[src/msrq_pkg.sv]
// shared types, constants and helpers of the message slot ring queue
`timescale 1ns / 1ps
`default_nettype none

package msrq_pkg;

   localparam int RING_SLOTS_DEF = 16;
   localparam int SLOT_WORDS_DEF = 32;

   // lengths, byte counters and the clamped depth all fit in nine bits
   localparam int LEN_W      = 9;
   localparam int NB_W       = 4;
   localparam int STATUS_W   = 3;
   localparam int WORD_BITS  = 64;
   localparam int CSR_ADDR_W = 3;
   localparam int CSR_DATA_W = 32;
   localparam int TDATA_W    = 80;

   localparam logic [LEN_W-1:0] SLOT_BYTES_RESET = 9'd260;
   localparam logic [LEN_W-1:0] SLOT_BYTES_MAX   = 9'd260;
   localparam logic [LEN_W-1:0] HEADER_BYTES     = 9'd4;
   localparam logic [4:0]       RING_DEPTH_RESET = 5'd16;

   localparam logic REG_SLOT_BYTES = 1'b0;
   localparam logic REG_RING_DEPTH = 1'b1;

   localparam logic [STATUS_W-1:0] ST_OK     = 3'd0;
   localparam logic [STATUS_W-1:0] ST_FULL   = 3'd1;
   localparam logic [STATUS_W-1:0] ST_LONG   = 3'd2;
   localparam logic [STATUS_W-1:0] ST_EMPTY  = 3'd3;
   localparam logic [STATUS_W-1:0] ST_SMALL  = 3'd4;
   localparam logic [STATUS_W-1:0] ST_STAGED = 3'd5;

   localparam logic [1:0] ERR_NONE = 2'd0;
   localparam logic [1:0] ERR_FULL = 2'd1;
   localparam logic [1:0] ERR_LONG = 2'd2;

   typedef struct packed {
      logic [LEN_W-1:0] payload_limit;
      logic [LEN_W-1:0] depth;
   } cfg_type;

   // keeps the low nb bytes of a word
   function automatic logic [WORD_BITS-1:0] byte_mask(input logic [NB_W-1:0] nb);
      logic [WORD_BITS-1:0] m;
      m = '0;
      for (int i = 0; i < 8; i++) begin
         if (NB_W'(i) < nb) begin
            m[i*8 +: 8] = 8'hFF;
         end
      end
      return m;
   endfunction

endpackage

`default_nettype wire

[src/msrq_csr.sv]
// configuration registers and the derived payload limit and ring depth
`timescale 1ns / 1ps
`default_nettype none

module msrq_csr #(
   parameter int RING_SLOTS = msrq_pkg::RING_SLOTS_DEF,
   parameter int SLOT_WORDS = msrq_pkg::SLOT_WORDS_DEF
) (
   input  wire logic                                clock,
   input  wire logic                                reset,
   input  wire logic                                csr_psel,
   input  wire logic                                csr_penable,
   input  wire logic                                csr_pwrite,
   input  wire logic [msrq_pkg::CSR_ADDR_W-1:0]     csr_paddr,
   input  wire logic [msrq_pkg::CSR_DATA_W-1:0]     csr_pwdata,
   output logic      [msrq_pkg::CSR_DATA_W-1:0]     csr_prdata,
   output logic                                     csr_pready,
   output msrq_pkg::cfg_type                        cfg
);

   localparam int CapBytes = SLOT_WORDS * 8;

   logic [msrq_pkg::LEN_W-1:0] slot_bytes_ff, slot_bytes_in;
   logic [4:0]                 ring_depth_ff, ring_depth_in;
   logic                       wr_hit;
   logic                       reg_sel;
   logic [msrq_pkg::LEN_W-1:0] sb_sat, payload, depth;

   assign csr_pready = 1'b1;
   assign wr_hit     = csr_psel && csr_penable && csr_pwrite && csr_pready;
   assign reg_sel    = csr_paddr[2];

   always_comb begin
      slot_bytes_in = slot_bytes_ff;
      ring_depth_in = ring_depth_ff;
      if (wr_hit) begin
         case (reg_sel)
            msrq_pkg::REG_SLOT_BYTES: slot_bytes_in = csr_pwdata[msrq_pkg::LEN_W-1:0];
            msrq_pkg::REG_RING_DEPTH: ring_depth_in = csr_pwdata[4:0];
            default: ;
         endcase
      end
   end

   always_ff @(posedge clock) begin
      if (reset) begin
         slot_bytes_ff <= msrq_pkg::SLOT_BYTES_RESET;
         ring_depth_ff <= msrq_pkg::RING_DEPTH_RESET;
      end else begin
         slot_bytes_ff <= slot_bytes_in;
         ring_depth_ff <= ring_depth_in;
      end
   end

   always_comb begin
      case (reg_sel)
         msrq_pkg::REG_SLOT_BYTES:
            csr_prdata = msrq_pkg::CSR_DATA_W'(slot_bytes_ff);
         msrq_pkg::REG_RING_DEPTH:
            csr_prdata = msrq_pkg::CSR_DATA_W'(ring_depth_ff);
         default:
            csr_prdata = '0;
      endcase
   end

   // payload limit: slot size less the length header, bounded by the slot storage
   always_comb begin
      sb_sat  = (slot_bytes_ff > msrq_pkg::SLOT_BYTES_MAX) ?
                msrq_pkg::SLOT_BYTES_MAX : slot_bytes_ff;
      payload = (sb_sat < msrq_pkg::HEADER_BYTES) ? '0 : sb_sat - msrq_pkg::HEADER_BYTES;
      if ({1'b0, payload} > 10'(CapBytes)) begin
         payload = msrq_pkg::LEN_W'(CapBytes);
      end
      depth = msrq_pkg::LEN_W'(ring_depth_ff);
      if (depth < 9'd2) begin
         depth = 9'd2;
      end
      if (depth > msrq_pkg::LEN_W'(RING_SLOTS)) begin
         depth = msrq_pkg::LEN_W'(RING_SLOTS);
      end
      cfg.payload_limit = payload;
      cfg.depth         = depth;
   end

endmodule

`default_nettype wire

[config.mk]
export PLATFORM = sky130hd
export DESIGN_NAME = msrq_csr
export DESIGN_NICKNAME = d
export VERILOG_FILES = /design/src/msrq_pkg.sv /design/src/msrq_csr.sv
export SDC_FILE = /design/constraint.sdc
export NUM_CORES = 1
export LEC_CHECK = 0
export BUFFER_PORTS_ARGS = -buffer_cell sky130_fd_sc_hd__buf_4
export CORE_MARGIN = 2
export CORE_UTILIZATION = 40
export CTS_CLUSTER_DIAMETER = 50
export DETAILED_ROUTE_END_ITERATION = 12
export PLACE_DENSITY = 0.8
export SETUP_SLACK_MARGIN = 0.5
export SYNTH_ARGS = -nofsm -noshare
export SYNTH_HDL_FRONTEND = slang
export SYNTH_SLANG_ARGS = --single-unit
[constraint.sdc]
create_clock -name clock -period 2.96 [get_ports clock]
set_input_delay 0.888 -clock clock [delete_from_list [all_inputs] [get_ports clock]]
set_output_delay 0.888 -clock clock [all_outputs]
set_load 0.02 [all_outputs]
# After elaboration in Yosys (flattened, before gate mapping)
# Cells that the tools add are included.
word_totals:
  reg_bits: 14
  inputBits: 40
  word_cells: 19
classes:
  addsub: 1
  order_cmp: 5
  n_mux: 6
  bitwise_logic: 1
  n_reduce_logical: 4
ops:
  columns: ["op", "count"]
  rows:
  - ["32-bit case mux with 2 select lines", 1]
  - ["9-bit 2-to-1 mux", 4]
  - ["9-bit > comparator, second input constant", 2]
  - ["9-bit by 5-bit > comparator with 1-bit output, second input constant", 1]
  - ["9-bit by 3-bit less-than comparator with 1-bit output, second input constant", 1]
  - ["9-bit by 3-bit subtractor with 9-bit output, second input constant", 1]
  - ["5-bit by 2-bit less-than comparator with 1-bit output, second input constant", 1]
  - ["5-bit 2-to-1 mux", 1]
  - ["2-bit AND reduction", 2]
  - ["1-bit logical AND", 2]
  - ["1-bit inverter", 1]

# Logic depth before layout (Yosys ltp)
depth:
  depth_word: 6
  ltp_mapped: 10

# Least setup slack after synthesis
# No wires, ideal clock.
synth_timing:
  path_type: "register to output"
  startpoint: "reg slot_bytes_ff[8] in the netlist's numbering"
  endpoint: "out cfg[11] in the netlist's numbering"
  arrival_ns: 2.376
  t_required_ns: 2.072
  slack_ns: -0.304
  path_stages_with_launch: 11
  cell_sequence: "dfxtp_1 buf_2 inv_1 clkbuf_1 nand2_1 ha_1 buf_6 or2_1 o221ai_2 a31oi_2 nor4_1"
synth_rtl:
  columns: ["item", "line_no", "source"]
  rows:
  - ["start: declaration", "msrq_csr.sv:23", "logic [msrq_pkg::LEN_W-1:0] slot_bytes_ff, slot_bytes_in;"]
  - ["start signal: assignment", "msrq_csr.sv:47", "slot_bytes_ff <= msrq_pkg::SLOT_BYTES_RESET;"]
  - ["start signal: assignment", "msrq_csr.sv:50", "slot_bytes_ff <= slot_bytes_in;"]
  - ["end: declaration", "msrq_csr.sv:18", "output msrq_pkg::cfg_type cfg"]

==> impl_summary.log <==
[metrics] Comb pwr share: 34.7%
[metrics] clock period minus worst slack: 2988 ps
[metrics] run status: complete, but fails checks
[metrics] later-pin clock latency in the skew report: 280 ps
[metrics] drt pass-1 iters: 4
[metrics] H-tree depth: 1
[metrics] via count of the first global-routing pass: 1007
[metrics] power dissipated by switching net loads: 0.1635 mW
[metrics] required time at the worst-slack endpoint: 2070 ps
[metrics] Crit Path Category: reg2out
[metrics] count of cell types in the netlist: 37
[metrics] proportion of layout cells with a drive suffix above 1: 42.06%
[metrics] Synth warnings: 0
[metrics] Area contributors post-synth: sky130_fd_sc_hd__dfxtp_1, sky130_fd_sc_hd__buf_4, sky130_fd_sc_hd__nand2_1
[metrics] switching share of total power: 34.85%
[metrics] wire length of the first global-routing pass: 4726 um
[metrics] arrival time at the worst endpoint: 2100 ps
[metrics] routed via count divided by cell count: 4.865
[metrics] horizontal die dimension: 59.11 um
[metrics] total of flip-flops plus latches after synthesis: 14
[metrics] drt total wl: 2960 um
[metrics] Final Util: 58.47%
[metrics] LEAKAGE: 0.7712 nW
[metrics] number of input and output port buffers inserted: 37
[metrics] clock-pin slew on the worst setup and hold paths: 80 ps
[metrics] average cell area after synthesis: 7.408 um2
[metrics] total routing resource utilization after global routing: 17.41%
[metrics] Die ar.: 0.003494 mm2
[metrics] initial standard-cell utilization of the core: 42.95%
[metrics] Yosys top cell by area: sky130_fd_sc_hd__dfxtp_1
[metrics] Crit. End Element: output pin
[metrics] sequential-to-total area share from yosys stat: 23.07%
[metrics] total number of vias: 1192
[metrics] clock root cell: sky130_fd_sc_hd__clkbuf_4
[metrics] number of placed I/O pins: 91
[metrics] total congestion overflow: 0
[metrics] maximum fanout encountered on the critical timing path: 6
[metrics] Setup Viol. Count Final: 4
[metrics] ratio of total power to cell area: 283.6 mW/mm2
[metrics] largest net degree at the start of global routing: 15
[metrics] Pint: 0.3056 mW
[metrics] type of the worst min-delay path: reg2reg
[metrics] list of cells traversed by the critical path: nor3_4 > a21oi_2 > nor2_1 > ha_2 > buf_4 > inv_2 > buf_4 > a311oi_4 > nor3_2 > buf_4
[metrics] dpl hpwl: 2273 um
[metrics] setup ws final: -28.08 ps
[metrics] Inserted Diodes: 0
[metrics] maximum buffer depth of the clock tree: 2
[metrics] initial detailed-routing violation count: 41
[metrics] unrepaired setup endpoints after global routing: true
[metrics] launching element type of the critical path: flop
[metrics] layout-stage area growth over the synthesis result: 36.15%
[metrics] DRC violation count after routing: 0
[metrics] core area: 0.002829 mm2
[metrics] Post-synth ARST share: 0%
[metrics] Setup Skew: 0 ps
[metrics] library cell contributing the largest single delay on the critical path: sky130_fd_sc_hd__dfxtp_2
[metrics] TritonCTS clock tree: done
[metrics] number of enable flip-flop cells after synthesis: 0
[metrics] share of power burned in registers: 42.2%
[metrics] Clk network pwr share: 23.2%
[metrics] violated checks: negative setup slack
[metrics] TritonCTS buffer count: 3
[metrics] number of antenna-violating nets in the routed design: 0
[metrics] Worst path most repeated cell: sky130_fd_sc_hd__buf_4
[metrics] number of instances in the synthesized netlist: 164
[metrics] Achievable Freq: 334.7 MHz
[metrics] Worst IR Drop VDD: 0.2033 mV
[metrics] FP Rows: 19
[metrics] total chip power: 0.4691 mW
[metrics] Worst path max stage delay: 340 ps
[metrics] last weighted congestion value of the routability-driven placer: 0.7878
[metrics] max-slew violations: 0
[metrics] post-synth design cell area: 0.001215 mm2
[metrics] Routed wire per std cell: 12.08 um
[metrics] crit path launch: slot_bytes_ff[7]
[metrics] Die H: 59.11 um
[metrics] Total Negative Setup Slacks: -78.16 ps
[metrics] initial antenna violation count: 0
[metrics] layout net count: 257
[metrics] number of clock sinks seen by CTS: 14
[metrics] r2r startpoint: slot_bytes_ff[8]
[metrics] share of the clock period used by the worst path: 100.9%
[metrics] main flop type after synthesis: sky130_fd_sc_hd__dfxtp_1
[metrics] top-area cell type share of the netlist area: 23.07%
[metrics] final hold violation count: 0
[metrics] number of max-capacitance violations reported: 0
[metrics] Hold Crit Start: slot_bytes_ff[1]
placed cells by master (no fill, tap or decap), types with 2 or more instances in the layout:
master / count
sky130_fd_sc_hd__nor4_4: 3
sky130_fd_sc_hd__a21oi_1: 10
sky130_fd_sc_hd__buf_6: 3
sky130_fd_sc_hd__dfxtp_2: 4
sky130_fd_sc_hd__inv_1: 3
sky130_fd_sc_hd__conb_1: 28
sky130_fd_sc_hd__nand4_1: 3
sky130_fd_sc_hd__or3_1: 2
sky130_fd_sc_hd__a21oi_2: 2
sky130_fd_sc_hd__nor2_2: 2
sky130_fd_sc_hd__nor2_1: 13
sky130_fd_sc_hd__nor2b_1: 5
sky130_fd_sc_hd__buf_4: 57
sky130_fd_sc_hd__clkbuf_4: 3
sky130_fd_sc_hd__a211o_1: 2
sky130_fd_sc_hd__mux2_2: 3
sky130_fd_sc_hd__dfxtp_1: 10
sky130_fd_sc_hd__nand2_1: 24
sky130_fd_sc_hd__mux2i_1: 4
sky130_fd_sc_hd__o21ai_1: 4
sky130_fd_sc_hd__o21ai_0: 4
sky130_fd_sc_hd__inv_2: 2
sky130_fd_sc_hd__nand3b_1: 2
sky130_fd_sc_hd__nor3_1: 2
layer usage:
layer	global-route usage [%]	wire, um	vias up
li1	-	-	601
met1	23.43	1277	543
met2	29.84	1496	46
met3	1.310	169	2
met4	4.870	17	0
met5	0	0	-
logic make-up (layout without fill, tap and decap cells):
| kind of cell | Yosys count | in the layout | synth area share, % |
|---|---|---|---|
| AOI/OAI and AO/OA | 28 | 28 | 15.24 |
| and+or+nand+nor | 68 | 68 | 30.07 |
| DFF | 14 | 14 | 23.07 |
| other | 2 | 28 | 0.6182 |
| muxes | 7 | 7 | 6.076 |
| buffers and inverters | 44 | 68 | 23.89 |
| adders and majority gates | 1 | 1 | 1.030 |
cells in the mapped netlist, types with 2 or more instances:
library cell / n
sky130_fd_sc_hd__buf_4: 28
sky130_fd_sc_hd__nand2_1: 24
sky130_fd_sc_hd__nor2_1: 15
sky130_fd_sc_hd__dfxtp_1: 14
sky130_fd_sc_hd__a21oi_1: 12
sky130_fd_sc_hd__o21ai_0: 8
sky130_fd_sc_hd__clkbuf_1: 5
sky130_fd_sc_hd__inv_1: 5
sky130_fd_sc_hd__nor2b_1: 5
sky130_fd_sc_hd__buf_2: 4
sky130_fd_sc_hd__mux2i_1: 4
sky130_fd_sc_hd__mux2_2: 3
sky130_fd_sc_hd__nand4_1: 3
sky130_fd_sc_hd__nor3_1: 3
sky130_fd_sc_hd__a211o_1: 2
sky130_fd_sc_hd__buf_6: 2
sky130_fd_sc_hd__conb_1: 2
sky130_fd_sc_hd__nand3b_1: 2
sky130_fd_sc_hd__nor4_1: 2
sky130_fd_sc_hd__nor4_2: 2
sky130_fd_sc_hd__or2_1: 2
sky130_fd_sc_hd__or3_1: 2
timing repair:
| item | in CTS | in global routing |
|---|---|---|
| gates cloned | 0 | 0 |
| setup endpoints to repair | 10 | 9 |
| setup buffers | 4 | 6 |
| resized for setup | 6 | 6 |
| hold buffers | 0 | 0 |
| pin swaps | 6 | 3 |
| endpoints found under the hold margin | 0 | 0 |
registers in the layout (all words and copies together) (netlist names):
| signal | flops |
|---|---|
| slot_bytes_ff | 9 |
| ring_depth_ff | 5 |
final cells by class:
type / instances / area [um2]
Clock buffer: 3 / 22.52
Inverter: 5 / 18.77
Fill cell: 300 / 1175
Sequential cell: 14 / 285.3
Multi-Input combinational cell: 132 / 827.0
Tap cell: 31 / 38.79
Timing Repair Buffer: 60 / 461.7
path summary, 6_finish.rpt:
check                      to  slack, ps  cells after the start
max                   cfg[12]        -30                     10
min          slot_bytes_ff[1]        520                      2
max reg2reg  slot_bytes_ff[8]       2130                      3
min reg2reg  slot_bytes_ff[1]        520                      2
power by group through the flow:
stage	Clock, mW	Sequential, mW	Combinational (mW)
2_1_floorplan	0	0.201	0.131
3_3_place_gp	0	0.202	0.145
3_5_place_dp	0	0.202	0.147
4_1_cts	0.109	0.198	0.155
5_1_grt	0.120	0.199	0.176
6_report	0.109	0.198	0.163
critical path: cells and delay by family (launching register included):
family	cells	cell delay (ps)
and+or+nand+nor	3	380
DFF	1	340
buffers and inverters	4	460
adders and majority gates	1	250
AOI/OAI and AO/OA	2	400
stage by stage:
stage	worst slack [ps]	hold WS, ps	std cells	cell area (um2)
after floorplan	61.58	472.1	190	1403
final	-28.08	519.4	245	1654
after CTS	-66.37	516.8	239	1600
after global placement	176.7	492.3	232	1524
after detailed placement	155.1	505.4	232	1524
after global routing	-162.1	535.8	245	1654
Note: power is estimated with default switching activity, not from simulation.
