**config.mk**
```make
export PLATFORM = sky130hd
export DESIGN_NAME = msrq_ctrl
export DESIGN_NICKNAME = d
export VERILOG_FILES = /design/src/msrq_pkg.sv /design/src/msrq_ctrl.sv
export SDC_FILE = /design/constraint.sdc
export NUM_CORES = 1
export LEC_CHECK = 0
export ABC_CLOCK_PERIOD_IN_PS = 10600
export BUFFER_PORTS_ARGS = -buffer_cell sky130_fd_sc_hd__buf_4
export CAP_MARGIN = 20
export CORE_MARGIN = 10
export CORE_UTILIZATION = 50
export DETAILED_ROUTE_END_ITERATION = 7
export HOLD_SLACK_MARGIN = 0.02
export MAX_ROUTING_LAYER = met4
export PLACE_DENSITY = 0.82
export SYNTH_ARGS = -nofsm -noshare
export SYNTH_HDL_FRONTEND = slang
export SYNTH_SLANG_ARGS = --single-unit
```
**constraint.sdc**
```tcl
create_clock -name clock -period 10.6 [get_ports clock]
set_clock_uncertainty 0.15 [all_clocks]
set_input_delay 2.12 -clock clock [delete_from_list [all_inputs] [get_ports clock]]
set_output_delay 2.12 -clock clock [all_outputs]
set_load 0.02 [all_outputs]
```
**src/msrq_pkg.sv**
```systemverilog
// shared types, constants and helpers of the message slot ring queue
`timescale 1ns / 1ps
`default_nettype none

package msrq_pkg;

   localparam int RING_SLOTS_DEF = 16;
   localparam int SLOT_WORDS_DEF = 32;

   // lengths, byte counters and the clamped depth all fit in nine bits
   localparam int LEN_W      = 9;
   localparam int NB_W       = 4;
   localparam int STATUS_W   = 3;
   localparam int WORD_BITS  = 64;
   localparam int CSR_ADDR_W = 3;
   localparam int CSR_DATA_W = 32;
   localparam int TDATA_W    = 80;

   localparam logic [LEN_W-1:0] SLOT_BYTES_RESET = 9'd260;
   localparam logic [LEN_W-1:0] SLOT_BYTES_MAX   = 9'd260;
   localparam logic [LEN_W-1:0] HEADER_BYTES     = 9'd4;
   localparam logic [4:0]       RING_DEPTH_RESET = 5'd16;

   localparam logic REG_SLOT_BYTES = 1'b0;
   localparam logic REG_RING_DEPTH = 1'b1;

   localparam logic [STATUS_W-1:0] ST_OK     = 3'd0;
   localparam logic [STATUS_W-1:0] ST_FULL   = 3'd1;
   localparam logic [STATUS_W-1:0] ST_LONG   = 3'd2;
   localparam logic [STATUS_W-1:0] ST_EMPTY  = 3'd3;
   localparam logic [STATUS_W-1:0] ST_SMALL  = 3'd4;
   localparam logic [STATUS_W-1:0] ST_STAGED = 3'd5;

   localparam logic [1:0] ERR_NONE = 2'd0;
   localparam logic [1:0] ERR_FULL = 2'd1;
   localparam logic [1:0] ERR_LONG = 2'd2;

   typedef struct packed {
      logic [LEN_W-1:0] payload_limit;
      logic [LEN_W-1:0] depth;
   } cfg_type;

   // keeps the low nb bytes of a word
   function automatic logic [WORD_BITS-1:0] byte_mask(input logic [NB_W-1:0] nb);
      logic [WORD_BITS-1:0] m;
      m = '0;
      for (int i = 0; i < 8; i++) begin
         if (NB_W'(i) < nb) begin
            m[i*8 +: 8] = 8'hFF;
         end
      end
      return m;
   endfunction

endpackage

`default_nettype wire

```
**src/msrq_ctrl.sv**
```systemverilog
// push staging, batch commit and poll sequencing around the slot memories
`timescale 1ns / 1ps
`default_nettype none

module msrq_ctrl #(
   parameter int RING_SLOTS = msrq_pkg::RING_SLOTS_DEF,
   parameter int SLOT_WORDS = msrq_pkg::SLOT_WORDS_DEF,
   localparam int IDX_W  = $clog2(RING_SLOTS),
   localparam int WORD_W = (SLOT_WORDS > 1) ? $clog2(SLOT_WORDS) : 1,
   localparam int ADDR_W = $clog2(RING_SLOTS * SLOT_WORDS)
) (
   input  wire logic                                 clock,
   input  wire logic                                 reset,
   input  wire msrq_pkg::cfg_type                    cfg,
   input  wire logic                                 req_tvalid,
   output logic                                      req_tready,
   input  wire logic                                 in_opcode,
   input  wire logic [msrq_pkg::WORD_BITS-1:0]       in_data,
   input  wire logic [msrq_pkg::NB_W-1:0]            in_count,
   input  wire logic                                 in_eom,
   input  wire logic                                 in_eob,
   input  wire logic [msrq_pkg::LEN_W-1:0]           in_cap,
   output logic                                      rsp_tvalid,
   input  wire logic                                 rsp_tready,
   output logic      [msrq_pkg::WORD_BITS-1:0]       out_word,
   output logic      [msrq_pkg::NB_W-1:0]            out_bytes,
   output logic      [msrq_pkg::LEN_W-1:0]           out_length,
   output logic      [msrq_pkg::STATUS_W-1:0]        out_status,
   output logic                                      out_last,
   output logic                                      store_wr_en,
   output logic      [ADDR_W-1:0]                    store_wr_addr,
   output logic      [msrq_pkg::WORD_BITS-1:0]       store_wr_data,
   output logic      [ADDR_W-1:0]                    store_rd_addr,
   input  wire logic [msrq_pkg::WORD_BITS-1:0]       store_rd_data,
   output logic                                      len_wr_en,
   output logic      [IDX_W-1:0]                     len_wr_addr,
   output logic      [msrq_pkg::LEN_W-1:0]           len_wr_data,
   output logic      [IDX_W-1:0]                     len_rd_addr,
   input  wire logic [msrq_pkg::LEN_W-1:0]           len_rd_data
);

   localparam int CapBytes = SLOT_WORDS * 8;

   typedef enum logic [2:0] {
      S_IDLE,
      S_HIGH,
      S_LEN,
      S_RD,
      S_DATA
   } state_type;

   state_type                        state_ff, state_in;
   logic [IDX_W-1:0]                 prod_ff, prod_in;
   logic [IDX_W-1:0]                 cons_ff, cons_in;
   logic [IDX_W-1:0]                 stage_ff, stage_in;
   logic [msrq_pkg::LEN_W-1:0]       bw_ff, bw_in;
   logic [1:0]                       err_ff, err_in;
   logic                             rsp_valid_ff, rsp_valid_in;
   logic [msrq_pkg::WORD_BITS-1:0]   acc_ff, acc_in;
   logic [msrq_pkg::WORD_BITS-1:0]   high_ff, high_in;
   logic [ADDR_W-1:0]                high_addr_ff, high_addr_in;
   logic [msrq_pkg::LEN_W-1:0]       len_ff, len_in;
   logic [msrq_pkg::LEN_W-1:0]       rem_ff, rem_in;
   logic [msrq_pkg::LEN_W-1:0]       cap_ff, cap_in;
   logic [WORD_W-1:0]                widx_ff, widx_in;
   logic [msrq_pkg::WORD_BITS-1:0]   word_ff, word_in;
   logic [msrq_pkg::NB_W-1:0]        nb_ff, nb_in;
   logic [msrq_pkg::LEN_W-1:0]       mlen_ff, mlen_in;
   logic [msrq_pkg::STATUS_W-1:0]    status_ff, status_in;
   logic                             last_ff, last_in;

   logic                             out_free, accept;
   logic [msrq_pkg::NB_W-1:0]        n_sat;
   logic [9:0]                       bw_sum;
   logic                             over, full, push_ok;
   logic [1:0]                       err_new;
   logic [2:0]                       sh;
   logic [4:0]                       span;
   logic [2*msrq_pkg::WORD_BITS-1:0] merged;
   logic [ADDR_W-1:0]                push_addr;
   logic [IDX_W-1:0]                 stage_next;
   logic [msrq_pkg::LEN_W-1:0]       bw_new;
   logic [msrq_pkg::LEN_W-1:0]       rd_len;
   logic [msrq_pkg::NB_W-1:0]        rd_nb;

   function automatic logic [IDX_W-1:0] adv(input logic [IDX_W-1:0] i,
                                            input logic [msrq_pkg::LEN_W-1:0] d);
      logic [msrq_pkg::LEN_W-1:0] nx;
      nx = msrq_pkg::LEN_W'(i) + 9'd1;
      return (nx >= d) ? '0 : nx[IDX_W-1:0];
   endfunction

   function automatic logic [ADDR_W-1:0] slot_base(input logic [IDX_W-1:0] s);
      return ADDR_W'(s) * ADDR_W'(SLOT_WORDS);
   endfunction

   assign out_free   = !rsp_valid_ff || rsp_tready;
   assign req_tready = (state_ff == S_IDLE) && out_free;
   assign accept     = req_tvalid && req_tready;

   // push datapath: new bytes land after the bytes already in the partial word
   always_comb begin
      n_sat     = (in_count > 4'd8) ? 4'd8 : in_count;
      bw_sum    = 10'(bw_ff) + 10'(n_sat);
      over      = bw_sum > 10'(cfg.payload_limit);
      full      = adv(stage_ff, cfg.depth) == cons_ff;
      push_ok   = (err_ff == msrq_pkg::ERR_NONE) && !over && !full;
      if (err_ff != msrq_pkg::ERR_NONE) begin
         err_new = err_ff;
      end else if (over) begin
         err_new = msrq_pkg::ERR_LONG;
      end else if (full) begin
         err_new = msrq_pkg::ERR_FULL;
      end else begin
         err_new = msrq_pkg::ERR_NONE;
      end
      sh        = bw_ff[2:0];
      span      = 5'(sh) + 5'(n_sat);
      merged    = ({{msrq_pkg::WORD_BITS{1'b0}}, in_data & msrq_pkg::byte_mask(n_sat)}
                   << {sh, 3'b000}) | {{msrq_pkg::WORD_BITS{1'b0}}, acc_ff};
      push_addr = slot_base(stage_ff) + ADDR_W'(bw_ff[WORD_W+2:3]);
      bw_new    = push_ok ? bw_sum[msrq_pkg::LEN_W-1:0] : bw_ff;
      stage_next = adv(stage_ff, cfg.depth);
   end

   // poll datapath
   always_comb begin
      rd_len = len_rd_data;
      if ({1'b0, rd_len} > 10'(CapBytes)) begin
         rd_len = msrq_pkg::LEN_W'(CapBytes);
      end
      rd_nb = (rem_ff > 9'd8) ? 4'd8 : rem_ff[msrq_pkg::NB_W-1:0];
   end

   assign len_rd_addr   = cons_ff;
   assign store_rd_addr = slot_base(cons_ff) + ADDR_W'(widx_ff);

   always_comb begin
      state_in     = state_ff;
      prod_in      = prod_ff;
      cons_in      = cons_ff;
      stage_in     = stage_ff;
      bw_in        = bw_ff;
      err_in       = err_ff;
      acc_in       = acc_ff;
      high_in      = high_ff;
      high_addr_in = high_addr_ff;
      len_in       = len_ff;
      rem_in       = rem_ff;
      cap_in       = cap_ff;
      widx_in      = widx_ff;
      word_in      = word_ff;
      nb_in        = nb_ff;
      mlen_in      = mlen_ff;
      status_in    = status_ff;
      last_in      = last_ff;
      rsp_valid_in = rsp_tready ? 1'b0 : rsp_valid_ff;

      store_wr_en   = 1'b0;
      store_wr_addr = push_addr;
      store_wr_data = merged[msrq_pkg::WORD_BITS-1:0];
      len_wr_en     = 1'b0;
      len_wr_addr   = stage_ff;
      len_wr_data   = bw_new;

      case (state_ff)
         S_IDLE: begin
            if (accept && !in_opcode) begin
               word_in      = '0;
               nb_in        = '0;
               mlen_in      = '0;
               last_in      = 1'b1;
               rsp_valid_in = 1'b1;
               status_in    = msrq_pkg::ST_STAGED;
               bw_in        = bw_new;
               err_in       = err_new;
               if (push_ok) begin
                  acc_in = (span >= 5'd8) ? merged[2*msrq_pkg::WORD_BITS-1:msrq_pkg::WORD_BITS]
                                          : merged[msrq_pkg::WORD_BITS-1:0];
                  if (n_sat != '0) begin
                     store_wr_en = 1'b1;
                  end
                  // bytes spilled into the following word go out next cycle
                  if (span > 5'd8) begin
                     high_in      = merged[2*msrq_pkg::WORD_BITS-1:msrq_pkg::WORD_BITS];
                     high_addr_in = push_addr + ADDR_W'(1);
                     state_in     = S_HIGH;
                  end
               end
               if (in_eom || in_eob) begin
                  if (err_new == msrq_pkg::ERR_NONE) begin
                     len_wr_en = 1'b1;
                     stage_in  = stage_next;
                  end
                  bw_in  = '0;
                  acc_in = '0;
               end
               if (in_eob) begin
                  status_in = msrq_pkg::STATUS_W'(err_new);
                  if (err_new == msrq_pkg::ERR_NONE) begin
                     prod_in  = stage_next;
                     stage_in = stage_next;
                  end else begin
                     stage_in = prod_ff;
                  end
                  err_in = msrq_pkg::ERR_NONE;
               end
            end else if (accept) begin
               cap_in = in_cap;
               if (prod_ff == cons_ff) begin
                  word_in      = '0;
                  nb_in        = '0;
                  mlen_in      = '0;
                  status_in    = msrq_pkg::ST_EMPTY;
                  last_in      = 1'b1;
                  rsp_valid_in = 1'b1;
               end else begin
                  state_in = S_LEN;
               end
            end
         end
         S_HIGH: begin
            store_wr_en   = 1'b1;
            store_wr_addr = high_addr_ff;
            store_wr_data = high_ff;
            state_in      = S_IDLE;
         end
         S_LEN: begin
            word_in = '0;
            nb_in   = '0;
            last_in = 1'b1;
            if (cap_ff < rd_len) begin
               // refused: message stays in the ring
               mlen_in      = rd_len;
               status_in    = msrq_pkg::ST_SMALL;
               rsp_valid_in = 1'b1;
               state_in     = S_IDLE;
            end else if (rd_len == '0) begin
               mlen_in      = '0;
               status_in    = msrq_pkg::ST_OK;
               rsp_valid_in = 1'b1;
               cons_in      = adv(cons_ff, cfg.depth);
               state_in     = S_IDLE;
            end else begin
               len_in   = rd_len;
               rem_in   = rd_len;
               widx_in  = '0;
               state_in = S_RD;
            end
         end
         S_RD: begin
            if (out_free) begin
               state_in = S_DATA;
            end
         end
         S_DATA: begin
            word_in      = store_rd_data & msrq_pkg::byte_mask(rd_nb);
            nb_in        = rd_nb;
            mlen_in      = len_ff;
            status_in    = msrq_pkg::ST_OK;
            last_in      = rem_ff <= 9'd8;
            rsp_valid_in = 1'b1;
            if (rem_ff <= 9'd8) begin
               cons_in  = adv(cons_ff, cfg.depth);
               state_in = S_IDLE;
            end else begin
               rem_in   = rem_ff - 9'd8;
               widx_in  = widx_ff + WORD_W'(1);
               state_in = S_RD;
            end
         end
         default: begin
            state_in = S_IDLE;
         end
      endcase
   end

   always_ff @(posedge clock) begin
      if (reset) begin
         state_ff     <= S_IDLE;
         prod_ff      <= '0;
         cons_ff      <= '0;
         stage_ff     <= '0;
         bw_ff        <= '0;
         err_ff       <= msrq_pkg::ERR_NONE;
         acc_ff       <= '0;
         rsp_valid_ff <= 1'b0;
      end else begin
         state_ff     <= state_in;
         prod_ff      <= prod_in;
         cons_ff      <= cons_in;
         stage_ff     <= stage_in;
         bw_ff        <= bw_in;
         err_ff       <= err_in;
         acc_ff       <= acc_in;
         rsp_valid_ff <= rsp_valid_in;
      end
      high_ff      <= high_in;
      high_addr_ff <= high_addr_in;
      len_ff       <= len_in;
      rem_ff       <= rem_in;
      cap_ff       <= cap_in;
      widx_ff      <= widx_in;
      word_ff      <= word_in;
      nb_ff        <= nb_in;
      mlen_ff      <= mlen_in;
      status_ff    <= status_in;
      last_ff      <= last_in;
   end

   assign rsp_tvalid = rsp_valid_ff;
   assign out_word   = word_ff;
   assign out_bytes  = nb_ff;
   assign out_length = mlen_ff;
   assign out_status = status_ff;
   assign out_last   = last_ff;

endmodule

`default_nettype wire

```
Yosys cells after proc, flatten, opt, wreduce, memory -nomap -nowiden
Index checks and enable logic that the tools add are counted.
{"block": "totals", "regBits": 277, "out_inout_bits": 184, "word_cells": 219}
{"block": "classes", "addsub": 9, "order_cmp": 26, "n_eq_ne": 18, "shift": 1, "n_mux": 106, "bitwise": 6, "n_reduce_logical": 34}
{"op": "$mux 64", "n": 7}
{"op": "$mux 8", "n": 24}
{"op": "$pmux 64 s3", "n": 1}
{"op": "$and 64x64->64", "n": 2}
{"op": "$or 128x64->128", "n": 1}
{"op": "$shl 64x6->128", "n": 1}
{"op": "$mux 9", "n": 12}
{"op": "$mux 4", "n": 14}
{"op": "$mux 3", "n": 12}
{"op": "$lt 3x4->1 const A", "n": 8}
{"op": "$pmux 9 s3", "n": 1}
{"op": "$reduce_and 4->1", "n": 5}
{"op": "$add 9x5->9", "n": 2}
{"op": "$ge 5x9->1", "n": 2}
{"op": "$pmux 9 s2", "n": 1}
{"op": "$mux 1", "n": 17}
{"op": "$lt 1x4->1 const A", "n": 4}
{"op": "$lt 2x4->1 const A", "n": 4}
{"op": "$mux 5", "n": 3}
{"op": "$reduce_and 3->1", "n": 5}
{"op": "$mux 2", "n": 6}
{"op": "$ne 2x2->1 const B", "n": 6}
{"op": "$pmux 3 s4", "n": 1}
{"op": "$pmux 4 s3", "n": 1}
{"op": "38 further kinds", "n": 60}

Depth between registers and ports, before layout
Gate-level depths: netlist (run 1).
{"block": "depth", "ltp_word": 12, "ltp_mapped": 20}

Worst setup path before layout (run 1)
Ideal clock, no wire load.
{"block": "synth_path", "path_kind": "input-to-reg", "start": "in in_count[3] in the netlist's numbering", "end": "reg high_addr_ff[0], enable pin", "arrival_ns": 10.089, "setup_slack_ns": -0.207, "stages": 18, "path_buffers": 4, "cell_sequence": "clkbuf_1 clkbuf_1 nor2b_1 ha_1 fa_1 a21o_1 a21oi_1 nor2_1 xor2_1 ha_1 nand4_1 nor3_1 a221o_1 and2_1 clkbuf_1 nand2_1 clkbuf_1 nor3_1"}
{"block": "synth_via", "elab_chain_cells": 8, "word_cells_on_any_way": 10, "cone_classes": "add/sub (2); order compare (3); mux (1); reduce/logical (4)"}
{"element": "from (decl)", "line_no": "msrq_ctrl.sv:19", "text": "input wire logic [msrq_pkg::NB_W-1:0] in_count,"}
{"element": "$gt 4x4->1", "line_no": "msrq_ctrl.sv:103", "text": "n_sat = (in_count > 4'd8) ? 4'd8 : in_count;"}
{"element": "$mux 4 *", "line_no": "msrq_ctrl.sv:103"}
{"element": "$add 9x4->10", "line_no": "msrq_ctrl.sv:104", "text": "bw_sum = 10'(bw_ff) + 10'(n_sat);"}
{"element": "$gt 10x9->1", "line_no": "msrq_ctrl.sv:105", "text": "over = bw_sum > 10'(cfg.payload_limit);"}
{"element": "$logic_not 1->1", "line_no": "msrq_ctrl.sv:107", "text": "push_ok = (err_ff == msrq_pkg::ERR_NONE) && !over && !full;"}
{"element": "$logic_and 1x1->1 (2 in series)", "line_no": "msrq_ctrl.sv:107"}
{"element": "$reduce_and 4->1 (no line) *"}
{"element": "to (signal assigned)", "line_no": "msrq_ctrl.sv:299", "text": "high_addr_ff <= high_addr_in;"}
{"element": "to (decl)", "line_no": "msrq_ctrl.sv:61", "text": "logic [ADDR_W-1:0] high_addr_ff, high_addr_in;"}
Every way passes the cells marked *; elsewhere a longest branch is shown, timed or not.
A chain may end at the register's enable or synchronous reset.

Final worst setup path (run 1)
{"block": "layout_path", "start": "in in_count[3] in the netlist's numbering", "end": "out len_wr_data[6] in the netlist's numbering"}
{"block": "layout_via", "elab_chain_cells": 8}
{"element": "$gt 4x4->1", "line_no": "msrq_ctrl.sv:103"}
{"element": "$mux 4 *", "line_no": "msrq_ctrl.sv:103"}
{"element": "$add 9x4->10 *", "line_no": "msrq_ctrl.sv:104"}
{"element": "$gt 10x9->1", "line_no": "msrq_ctrl.sv:105"}
{"element": "$logic_not 1->1", "line_no": "msrq_ctrl.sv:107"}
{"element": "$logic_and 1x1->1 (2 in series)", "line_no": "msrq_ctrl.sv:107"}
{"element": "$mux 9 *", "line_no": "msrq_ctrl.sv:122", "text": "bw_new = push_ok ? bw_sum[msrq_pkg::LEN_W-1:0] : bw_ff;"}
{"element": "to (decl)", "line_no": "msrq_ctrl.sv:37", "text": "output logic [msrq_pkg::LEN_W-1:0] len_wr_data,"}
Marked as above.

==> results of run 1 <==
## metal layers
metal | up-vias | GRT usage [%]
li1 | 6618 | -
met5 | - | -
met4 | 0 | 11.5
met3 | 146 | 4.94
met1 | 6814 | 35.2
met2 | 935 | 44.5
## final cells by class
cell class | count | area, µm²
clock buffer | 43 | 830
fill | 2374 | 10700
tap | 390 | 488
clock inverter | 11 | 116
inverter | 38 | 143
sequential | 269 | 7170
timing repair buffer | 380 | 2880
multi-input combinational | 1223 | 7500
## worst register-to-register path: cells and delay by family (launching register included)
kind                     cells  cell delay (ns)
AND/OR/NAND/NOR              6             2.07
AO/OA/AOI/OAI                4             1.18
adder cells (fa/ha/maj)      2             0.95
flip-flops                   1             0.56
buffers and inverters        1             0.24
XOR/XNOR                     1             0.17
## worst paths after layout
kind                             startpoint              to
worst max-delay path            in_count[3]  len_wr_data[6]
worst min-delay path              acc_ff[9]       acc_ff[9]
worst min register to register    acc_ff[9]       acc_ff[9]
worst max register to register     bw_ff[1]      acc_ff[52]
## cells in the final DEF, fill, tap and decap left out, drive strengths merged, types with 33 or more instances in the layout
cell type and instances:
buf 380, nor3 43, ha 36, a21oi 128, inv 37, nand2 180, o21ai 126, and2 102
dfxtp 91, edfxtp 178, nand3 35, clkbuf 43, nor2 166, mux2 33
## kinds of logic after synthesis
group                      Yosys count
AOI/OAI and AO/OA                  483
xor gates and xnor gates            38
adders and majority gates           37
buffers and inverters              166
DFF                                269
muxes                               55
and+or+nand+nor                    610
## synthesized netlist by cell type (all sizes together) (18+ instances only)
master	number
nand2	180
edfxtp	178
nor2	166
a21oi	128
o21ai	126
and2	102
clkbuf	95
dfxtp	91
nor3	43
ha	36
inv	36
nand3	35
buf	33
mux2	33
o22ai	32
a31oi	22
mux2i	22
a211oi	21
xor2	19
a22o	18
nand2b	18
xnor2	18
## report_power, final
part           total (mW)  switching [mW]  internal [mW]  leakage [nW]
registers            1.22          0.0296           1.19          2.40
logic               0.595           0.371          0.224          4.96
clock network        1.01           0.419          0.591         0.465
## flip-flops by register name (all words and copies together) (netlist names), 2 cells and up
name / flops
widx_ff: 5
rem_ff: 9
out_status: 3
err_ff: 2
out_word: 64
len_rd_addr: 4
bw_ff: 9
acc_ff: 64
state_ff: 3
high_ff: 56
prod_ff: 4
len_wr_addr: 4
out_bytes: 4
cap_ff: 9
high_addr_ff: 9
out_length: 9
len_ff: 9
## metrics by stage
step                instances  setup slack (ns)  power (mW)  area, µm²
floorplan                1658              1.44        1.56      15300
global placement         2297              1.85        1.82      18100
detailed placement       2297              1.78        1.83      18100
CTS                      2351              1.75        2.83      19100
global route             2354              1.32        2.92      19100
finish                   2354              1.65        2.83      19100
==> summary.txt, run 1 <==
Detailed routing
  – DRT antenna net count: 0
  – Highest metal used: met4
  – Drt initial violations: 1,689
  – M1 WL: 21.6 mm
  – Vias/cell: 6.17
  – Drt wl/cell: 23.6 µm
  – Met2 wire len: 25.9 mm
  – Drt drc: 0
  – Vias: 14,500
  – DRT Pass-1 Iters: 6
  – Met3 WL: 5.45 mm
  – Routed Wire Length: 55.6 mm

Die
  – IO Pins: 359
  – FP Rows: 63
  – Height of the die: 195 µm
  – Initial core utilization: 51.2%
  – Core box area: 29,900 µm²
  – Total Die Area: 38,000 µm²
  – Die Wd: 195 µm

Finish
  – Share of cells above drive strength 1: 25.0%
  – Final core utilization: 64.0%
  – Nets@finish: 2,153
  – Area delta synth->final: 25.1%
  – N_diodes: 0

Clock tree
  – Clk slew on worst S/H paths: 0.06 ns
  – Gates resized, CTS repair: 0
  – Clock Latency Late Sink: 0.57 ns
  – Cts bufs inserted: 29
  – Hold-fix buffers, CTS: 0
  – CTS tree: built
  – CTS sink cnt: 269
  – H-tree Lvls: 1
  – Clk root buf: clkbuf_16
  – Bufs on Longest Clock Path: 3
  – Postcts setup bufs: 0

Status
  – Status: complete, no violations

Timing
  – Max-slew violations: 0
  – Worst Tran Pin Value: 1.12 ns
  – Aggregate negative setup slack: 0 ns
  – Max Fclk: 112 MHz
  – Final Hold Fails: 0
  – Smallest hold slack: 0.298 ns
  – Final period demand of the worst path: 8.95 ns
  – Slew margin rel.: 24.6%
  – Period Utilization, post-route: 84.4%
  – RSZ-0062 raised after global routing: false
  – Final setup vio count: 0

Setup path
  – Worst stage delay on the critical path: 0.65 ns
  – Crit path kind: input pin to output pin
  – Worst path bufs/invs: 2
  – Worst reg2reg path depth: 14
  – Max Fanout on Critical Path: 34
  – Crit path launch type: input pin
  – Worst Path Arrival: 6.68 ns
  – Critical path's top delay family: simple AND/OR/NAND/NOR gates
  – Reg2reg setup slack: 5.18 ns
  – Levels on crit path: 16
  – Worst endpoint required time: 8.33 ns
  – Slowest-stage cell, CP: or4_1
  – CP Cell Sequence: buf_4 -> nor2b_1 -> ha_1 -> fa_1 -> a21o_1 -> a21oi_1 -> nor2_1 -> xor2_1 -> ha_1 -> nand4_1 -> nor3_1 -> a221o_1 -> nand2_1 -> or4_1 -> xnor2_1 -> buf_4
  – Crit. End Element: output pin

Logic synthesis
  – Main combinational cell family by area after synthesis: compound AO/OA/AOI/OAI gates
  – Adder-Cell Fraction of Synth Area: 3.08%
  – Syn nets: 1,870
  – Syn avg cell area: 9.22 µm²
  – Multiplexer share of the synthesized area: 3.87%
  – Syn. warnings: 0
  – Post-Syn Instances: 1,658
  – Dominant cell type by area after synthesis: edfxtp_1
  – Post-synthesis cell type count: 74
  – Post-synthesis simple-gate area fraction: 19.0%
  – FFs w/ async S/R, synth: 0%
  – Compound-Gate Fraction of Synth Area: 20.5%
  – Share of Yosys cell area claimed by the top area cell type: 34.9%
  – Netlist Area Pre-Place: 15,300 µm²
  – Post-Synth XOR/XNOR Area: 2.27%
  – Top cells by area, synth: edfxtp_1, dfxtp_1, nand2_1
  – EDFF count, synth: 178
  – #FFs+latches synth: 269
  – Post-synth top flop: edfxtp_1
  – Post-synthesis sequential area ratio: 46.9%

Global routing
  – First-pass GRT wire length: 83.5 mm
  – Grt ovf: 0
  – Vias in the first global route: 14,000
  – Gr usage total: 28.2%
  – Largest net degree at the start of global routing: 84
  – Initial antenna violation count: 0

Placed design
  – GPL Wtd Cong: 1.03
  – Port bufs: 358
  – HPWL after DPL: 41.8 mm

Min path
  – Min-Delay Path Depth: 2
  – Tightest Hold Check Type: register to register

Power
  – Max IR drop VDD: 0.134 mV
  – Pwr Density: 148 nW/µm²
  – Leak pwr: 7.83 nW

Flow run
  – Max Cap Viol: 0
Power figures use the tool's default switching activity.
==> inputs of run 2 (changes only) <==
- ABC_AREA: unset -> 1
- ABC_CLOCK_PERIOD_IN_PS: 10600 -> 8650
- PLACE_DENSITY: 0.82 -> 0.78
- clock period: 10.6 -> 8.65 ns (I/O delays scaled with it)
==> run 2 against run 1 <==
Net effect:
- utilization shrank 1.5 points
- worst hold slack better by 0.019 ns
- count of clock-buffer cells in the layout fell by 9
- sequential power rose by 55%
- global-route usage decreased by 0.23 points
- setup slack worse by 0.27 ns
- clock power grew 36%
- register-to-register slack lost 2.4 ns
- cell area increased by 6.9%
- area after synthesis increased by 8.8%
- synthesized cell count rose by 32%
- critical path depth rose by 7
- critical endpoint is now len_wr_data[3]
==> summary.txt, run 2 <==
Finish
  – Leading cell type in the layout, fill and taps excluded: nand2_1
  – Fill cells: 2,894 (+22%)
  – Nets@finish: 2,674 (+24%)
  – Share of cells above drive strength 1: 22.2% (-2.8 points)
  – Commonest non-fill, non-tap cells in the layout: nand2_1, buf_4, nand3_1, inv_1, nor2_1
  – N_diodes: 0 (unchanged)
  – Area delta synth->final: 23.0%

Clock tree
  – H-tree Lvls: 1 (unchanged)
  – CTS tree: built
  – Bufs on Longest Clock Path: 3 (unchanged)
  – CTS sink cnt: 269 (unchanged)
  – Gates resized, CTS repair: 0 (unchanged)
  – Clk root buf: clkbuf_16
  – Hold-fix buffers, CTS: 0 (unchanged)
  – Cts bufs inserted: 31 (+6.9%)
  – Clock Latency Late Sink: 0.56 ns (about the same)
  – Clk slew on worst S/H paths: 0.06 ns (about the same)
  – Postcts setup bufs: 0 (unchanged)

Setup path
  – Worst endpoint required time: 6.77 ns (-1.56 ns)
  – Crit path launch type: input pin
  – Worst Path Arrival: 5.39 ns (-1.29 ns)
  – Slowest-stage cell, CP: o21bai_1
  – Worst setup path start: in_count[0]
  – Max Fanout on Critical Path: 28 (-18%)
  – Crit path kind: input pin to output pin
  – Reg-to-Reg Start: bw_ff[0]
  – CP Cell Sequence: buf_4 -> nor2_1 -> nand2_1 -> a21oi_1 -> ha_1 -> fa_1 -> a21oi_1 -> o21bai_1 -> nand3_1 -> xor2_1 -> ha_1 -> nand2_1 -> inv_1 -> nand2_1 -> nand2_1 -> nand2_1 -> nand2_1 -> nand2_1 -> nand2_1 -> nor2_4 -> nand2_8 -> o21ai_0 -> buf_4
  – Top cell by count, worst path: nand2_1
  – Worst stage delay on the critical path: 0.31 ns (-0.34 ns)
  – Crit. End Element: output pin

Placed design
  – GPL Wtd Cong: 0.980 (-4.9%)
  – HPWL after DPL: 42.1 mm (+0.73%)
  – Port bufs: 358 (unchanged)
  – Dpl ws: 1.46 ns (-0.319 ns)

Detailed routing
  – Vias/cell: 5.65 (-8.3%)
  – Drt wl/cell: 20.1 µm (-15%)
  – DRT antenna net count: 0 (unchanged)
  – Drt drc: 0 (unchanged)
  – Routed Wire Length: 58.9 mm (+5.8%)
  – Vias: 16,500 (+14%)
  – Drt initial violations: 1,812 (+7.3%)
  – DRT Pass-1 Iters: 6 (unchanged)

Global routing
  – Grt ovf: 0 (unchanged)
  – Gr usage total: 27.9% (-0.23 points)
  – First-pass GRT wire length: 90.2 mm (+8.1%)
  – Largest net degree at the start of global routing: 92 (+9.5%)
  – Initial antenna violation count: 0 (unchanged)
  – Vias in the first global route: 15,800 (+13%)

Die
  – IO Pins: 359 (unchanged)
  – FP Rows: 66 (+4.8%)
  – Height of the die: 202 µm (+3.8%)
  – Initial core utilization: 50.9% (-0.33 points)
  – Total Die Area: 41,000 µm² (+7.8%)
  – Core box area: 32,700 µm² (+9.5%)
  – Die Wd: 202 µm (+3.8%)

Logic synthesis
  – Syn. warnings: 0 (unchanged)
  – Post-Syn Instances: 2,189 (+32%)
  – Adder-Cell Fraction of Synth Area: 2.83% (-0.25 points)
  – Post-synthesis cell type count: 53 (-28%)
  – FFs w/ async S/R, synth: 0% (unchanged)
  – Post-synth top flop: edfxtp_1
  – Syn nets: 2,401 (+28%)
  – Multiplexer share of the synthesized area: 0% (-3.9 points)
  – Compound-Gate Fraction of Synth Area: 14.7% (-5.9 points)
  – Dominant cell type by area after synthesis: edfxtp_1
  – Post-synthesis simple-gate area fraction: 28.8% (+9.8 points)
  – Netlist Area Pre-Place: 16,600 µm² (+8.8%)
  – Top cells by area, synth: edfxtp_1, nand2_1, dfxtp_1
  – Syn avg cell area: 7.60 µm² (-18%)
  – Post-Synth XOR/XNOR Area: 1.32% (-0.96 points)
  – Synth top cells by count: nand2_1, inv_1, nand3_1
  – Main combinational cell family by area after synthesis: simple AND/OR/NAND/NOR gates
  – Post-synthesis sequential area ratio: 43.1% (-3.8 points)
  – #FFs+latches synth: 269 (unchanged)
  – Top-count cell post-synth: nand2_1
  – Share of Yosys cell area claimed by the top area cell type: 32.1% (-2.8 points)
  – EDFF count, synth: 178 (unchanged)

Min path
  – Tightest Hold Check Type: register to register
  – Worst hold start: bw_ff[8]

Power
  – Max IR drop VDD: 0.193 mV (+45%)
  – Leak pwr: 9.28 nW (+19%)
  – Pwr Density: 276 nW/µm² (+86%)

Timing
  – Worst setup margin: 1.38 ns (-0.272 ns)
  – Worst Tran Pin Value: 1.10 ns (-0.0178 ns)
  – RSZ-0062 raised after global routing: false
  – Period Utilization, post-route: 84.0%
  – Final period demand of the worst path: 7.27 ns
  – Smallest hold slack: 0.317 ns (+0.0188 ns)
  – Final Hold Fails: 0 (unchanged)
  – Final setup vio count: 0 (unchanged)
  – Max Fclk: 138 MHz
  – Aggregate negative setup slack: 0 ns (unchanged)
  – Slew margin rel.: 26.4% (+1.8 points)
  – Max-slew violations: 0 (unchanged)

Status
  – Status: complete, no violations

Flow run
  – Max Cap Viol: 0 (unchanged)
## run 2: changes by cell type after synthesis, sizes merged, moves of 22 or more
cell	previous run	this run
o22ai	32	0
inv	36	230
mux2i	22	0
nand3	35	251
o21ai	126	184
nand2	180	569
o211ai	1	51
and2	102	0
mux2	33	0
nor2	166	207
nor3	43	20
a21oi	128	106
## run 2: per-layer routing
layer	wire length [µm]	global-route usage, %	vias up
li1	-	-	7840
met1	23200	34.1	7644
met2	27800	45.9	935
met3	5740	4.86	124
met4	2090	9.89	0
met5	0	-	-
## run 2: cell type report
| cell class | instances | area, µm² | area share [%] |
|---|---|---|---|
| multi-input cells | 1550 | 7960 | 38.9 |
| flip-flops and latches | 269 | 7170 | 35.1 |
| repair buffers | 378 | 2840 | 13.9 |
| inverters | 232 | 876 | 4.28 |
| clock buffers | 34 | 787 | 3.85 |
| well taps | 442 | 553 | 2.70 |
| clock inverters | 22 | 268 | 1.31 |
## run 2: final timing paths
| check | slack (ns) | to | cells past startpoint |
|---|---|---|---|
| min | 0.32 | bw_ff[8] | 2 |
| min reg2reg | 0.32 | bw_ff[8] | 2 |
| max reg2reg | 2.82 | high_ff[39] | 23 |
| max | 1.38 | len_wr_data[3] | 23 |
## run 2: power breakdown
| part | internal [mW] | switching (mW) | total (mW) |
|---|---|---|---|
| registers | 1.78 | 0.108 | 1.89 |
| clock network | 0.831 | 0.539 | 1.37 |
| logic | 0.767 | 1.61 | 2.38 |
## run 2: stage by stage
step	power, mW	utilization [%]	area, µm²	std cells
final	5.63	62.5	20500	2927
after global routing	5.90	62.5	20500	2927
after CTS	5.65	62.5	20400	2926
after detailed placement	4.29	59.3	19400	2870
after global placement	4.26	59.3	19400	2870
after floorplan	3.30	-	16600	2189
## run 2: worst max-delay path: cells and delay by family
kind / cells / cell delay [ns]
simple gates: 12 / 1.40
compound gates: 4 / 0.84
fa+ha+maj: 3 / 0.79
buf+inv: 3 / 0.36
xor+xnor: 1 / 0.28
## run 2: kinds of logic (layout without fill, tap and decap cells)
group / count (synthesis) / in the layout
AND/OR/NAND/NOR: 1082 / 1082
flip-flops: 269 / 269
adder cells (fa/ha/maj): 37 / 37
XOR/XNOR: 25 / 25
buffers and inverters: 370 / 666
AO/OA/AOI/OAI: 406 / 406
==> inputs of run 3 (changes only) <==
- ABC_AREA: 1 -> 0
- ABC_CLOCK_PERIOD_IN_PS: 8650 -> 6200
- PLACE_DENSITY: 0.78 -> 0.82
- clock period: 8.65 -> 6.2 ns (I/O delays scaled with it)
==> run 3 against run 2 <==
Net effect:
- clock power is 26% higher
- combinational power decreased by 57%
- register-to-register slack got worse by 1.4 ns
- total power is 14% lower
- first-iteration DRC count down 5.2%
- sequential share of layout area rose by 2.2 points
- cell area shrank 5.8%
==> summary.txt, run 3 (synthesis results as in run 1) <==
Status
  – Status: complete, no violations

Detailed routing
  – DRT antenna net count: 0 (unchanged)
  – Routed Wire Length: 56.3 mm (-4.4%)
  – Vias: 14,500 (-12%)
  – Drt wl/cell: 23.8 µm (+18%)
  – Drt drc: 0 (unchanged)
  – Vias/cell: 6.14 (+8.6%)
  – Drt initial violations: 1,717 (-5.2%)
  – DRT Pass-1 Iters: 6 (unchanged)

Clock tree
  – H-tree Lvls: 1 (unchanged)
  – CTS tree: built
  – Cts bufs inserted: 30 (-3.2%)
  – Postcts setup bufs: 0 (unchanged)
  – Clk root buf: clkbuf_16
  – CTS sink cnt: 269 (unchanged)
  – Gates resized, CTS repair: 0 (unchanged)
  – Hold-fix buffers, CTS: 0 (unchanged)
  – Clock Latency Late Sink: 0.55 ns (about the same)
  – Bufs on Longest Clock Path: 3 (unchanged)
  – Clk slew on worst S/H paths: 0.06 ns (about the same)

Setup path
  – Slowest-stage cell, CP: fa_2
  – Max Fanout on Critical Path: 6 (-79%)
  – Crit path launch type: input pin
  – CP Cell Sequence: buf_4 -> nor2b_1 -> ha_2 -> fa_2 -> a21o_1 -> a21oi_4 -> nor2_1 -> xor2_1 -> ha_1 -> nand4_1 -> o221a_2 -> a221o_1 -> nand2_1 -> nor2_1 -> mux2_2 -> buf_4
  – FF-to-FF End: high_ff[0]
  – Worst endpoint required time: 4.81 ns (-1.96 ns)
  – Reg2reg setup slack: 1.39 ns (-1.43 ns)
  – Crit. End Element: output pin
  – Reg-to-Reg Start: bw_ff[3]
  – Worst reg2reg path depth: 15 (-35%)
  – Crit path kind: input pin to output pin
  – Worst setup path start: in_count[0]
  – Worst stage delay on the critical path: 0.39 ns (+0.08 ns)
  – Worst Path Arrival: 4.59 ns (-0.80 ns)

Timing
  – Max-slew violations: 0 (unchanged)
  – Aggregate negative setup slack: 0 ns (unchanged)
  – Smallest hold slack: 0.296 ns (-0.0202 ns)
  – Final Hold Fails: 0 (unchanged)
  – Worst setup margin: 0.216 ns (-1.17 ns)
  – Period Utilization, post-route: 96.5%
  – Worst Tran Pin Value: 1.04 ns (-0.0612 ns)
  – Final period demand of the worst path: 5.98 ns
  – RSZ-0062 raised after global routing: false
  – Slew margin rel.: 30.5% (+4.1 points)
  – Max Fclk: 167 MHz
  – Final setup vio count: 0 (unchanged)

Die
  – Total Die Area: 38,000 µm² (-7.3%)
  – Core box area: 29,900 µm² (-8.6%)
  – Die Wd: 195 µm (-3.7%)
  – Height of the die: 195 µm (-3.7%)
  – Initial core utilization: 51.2% (+0.33 points)
  – IO Pins: 359 (unchanged)
  – FP Rows: 63 (-4.5%)

Flow run
  – Max Cap Viol: 0 (unchanged)

Finish
  – Final core utilization: 64.5% (+1.9 points)
  – Leading cell type in the layout, fill and taps excluded: buf_4
  – Non-Filler Instances: 2,368 (-19%)
  – Final Instance Area: 19,300 µm² (-5.8%)
  – Nets@finish: 2,166 (-19%)
  – Area delta synth->final: 25.9%
  – Commonest non-fill, non-tap cells in the layout: buf_4, nand2_1, edfxtp_1, nor2_1
  – Share of cells above drive strength 1: 25.9% (+3.7 points)

Min path
  – Worst hold start: acc_ff[10]
  – Min-Delay Path Depth: 2 (unchanged)
  – End of the worst hold path: acc_ff[10]
  – Tightest Hold Check Type: register to register

Power
  – Pwr Density: 252 nW/µm² (-8.6%)
  – Leak pwr: 7.89 nW (-15%)
  – Max IR drop VDD: 0.256 mV (+32%)
  – Final Power: 4.85 mW (-14%)

Placed design
  – HPWL after DPL: 41.9 mm (-0.36%)
  – Port bufs: 358 (unchanged)
  – Area of placed instances: 18,300 µm² (-5.8%)
  – DP Cell Count: 2,310 (-20%)
  – Dpl ws: 0.0967 ns (-1.36 ns)
  – GPL Wtd Cong: 0.983 (+0.32%)

Global routing
  – Gr usage total: 28.8% (+0.84 points)
  – First-pass GRT wire length: 85.3 mm (-5.5%)
  – Initial antenna violation count: 1 (+1)
  – Largest net degree at the start of global routing: 84 (-8.7%)
  – Grt ovf: 0 (unchanged)
  – Vias in the first global route: 14,000 (-11%)
-- run 3: critical path: cells and delay by family --
family,cells,cell delay (ns)
muxes,1,0.37
AOI/OAI and AO/OA,4,1.06
buffers and inverters,2,0.28
and+or+nand+nor,5,0.60
xor gates and xnor gates,1,0.15
adders and majority gates,3,0.89
-- run 3: per-layer routing --
layer / GRT usage (%) / wire (µm)
met1: 36.2 / 22200
met2: 45.2 / 26000
met3: 5.99 / 5770
met4: 10.2 / 2230
met5: - / 0
-- run 3: worst max-delay path by stage --
stage	to	slack (ns)	depth (start not counted)
after floorplan	high_addr_ff[0]	0.01	18
after global placement	len_wr_data[5]	0.12	17
after detailed placement	len_wr_data[5]	0.1	17
after CTS	len_wr_data[5]	0.10	17
after global routing	len_wr_data[6]	0.006	16
final	len_wr_data[3]	0.22	16
-- run 3: area by class of cell --
cell class,instances,area [µm²]
antenna,1,2.50
clock buffer,38,811
clock inverter,17,140
tap,390,488
inverter,38,143
fill,2374,10600
timing repair buffer,392,2970
multi-input combinational,1223,7540
sequential,269,7170
-- run 3: power breakdown --
group	switching [mW]	total (mW)	internal (mW)
Combinational	0.640	1.03	0.389
Clock	0.729	1.73	1.00
Sequential	0.0495	2.09	2.04
Total	1.42	4.85	3.43
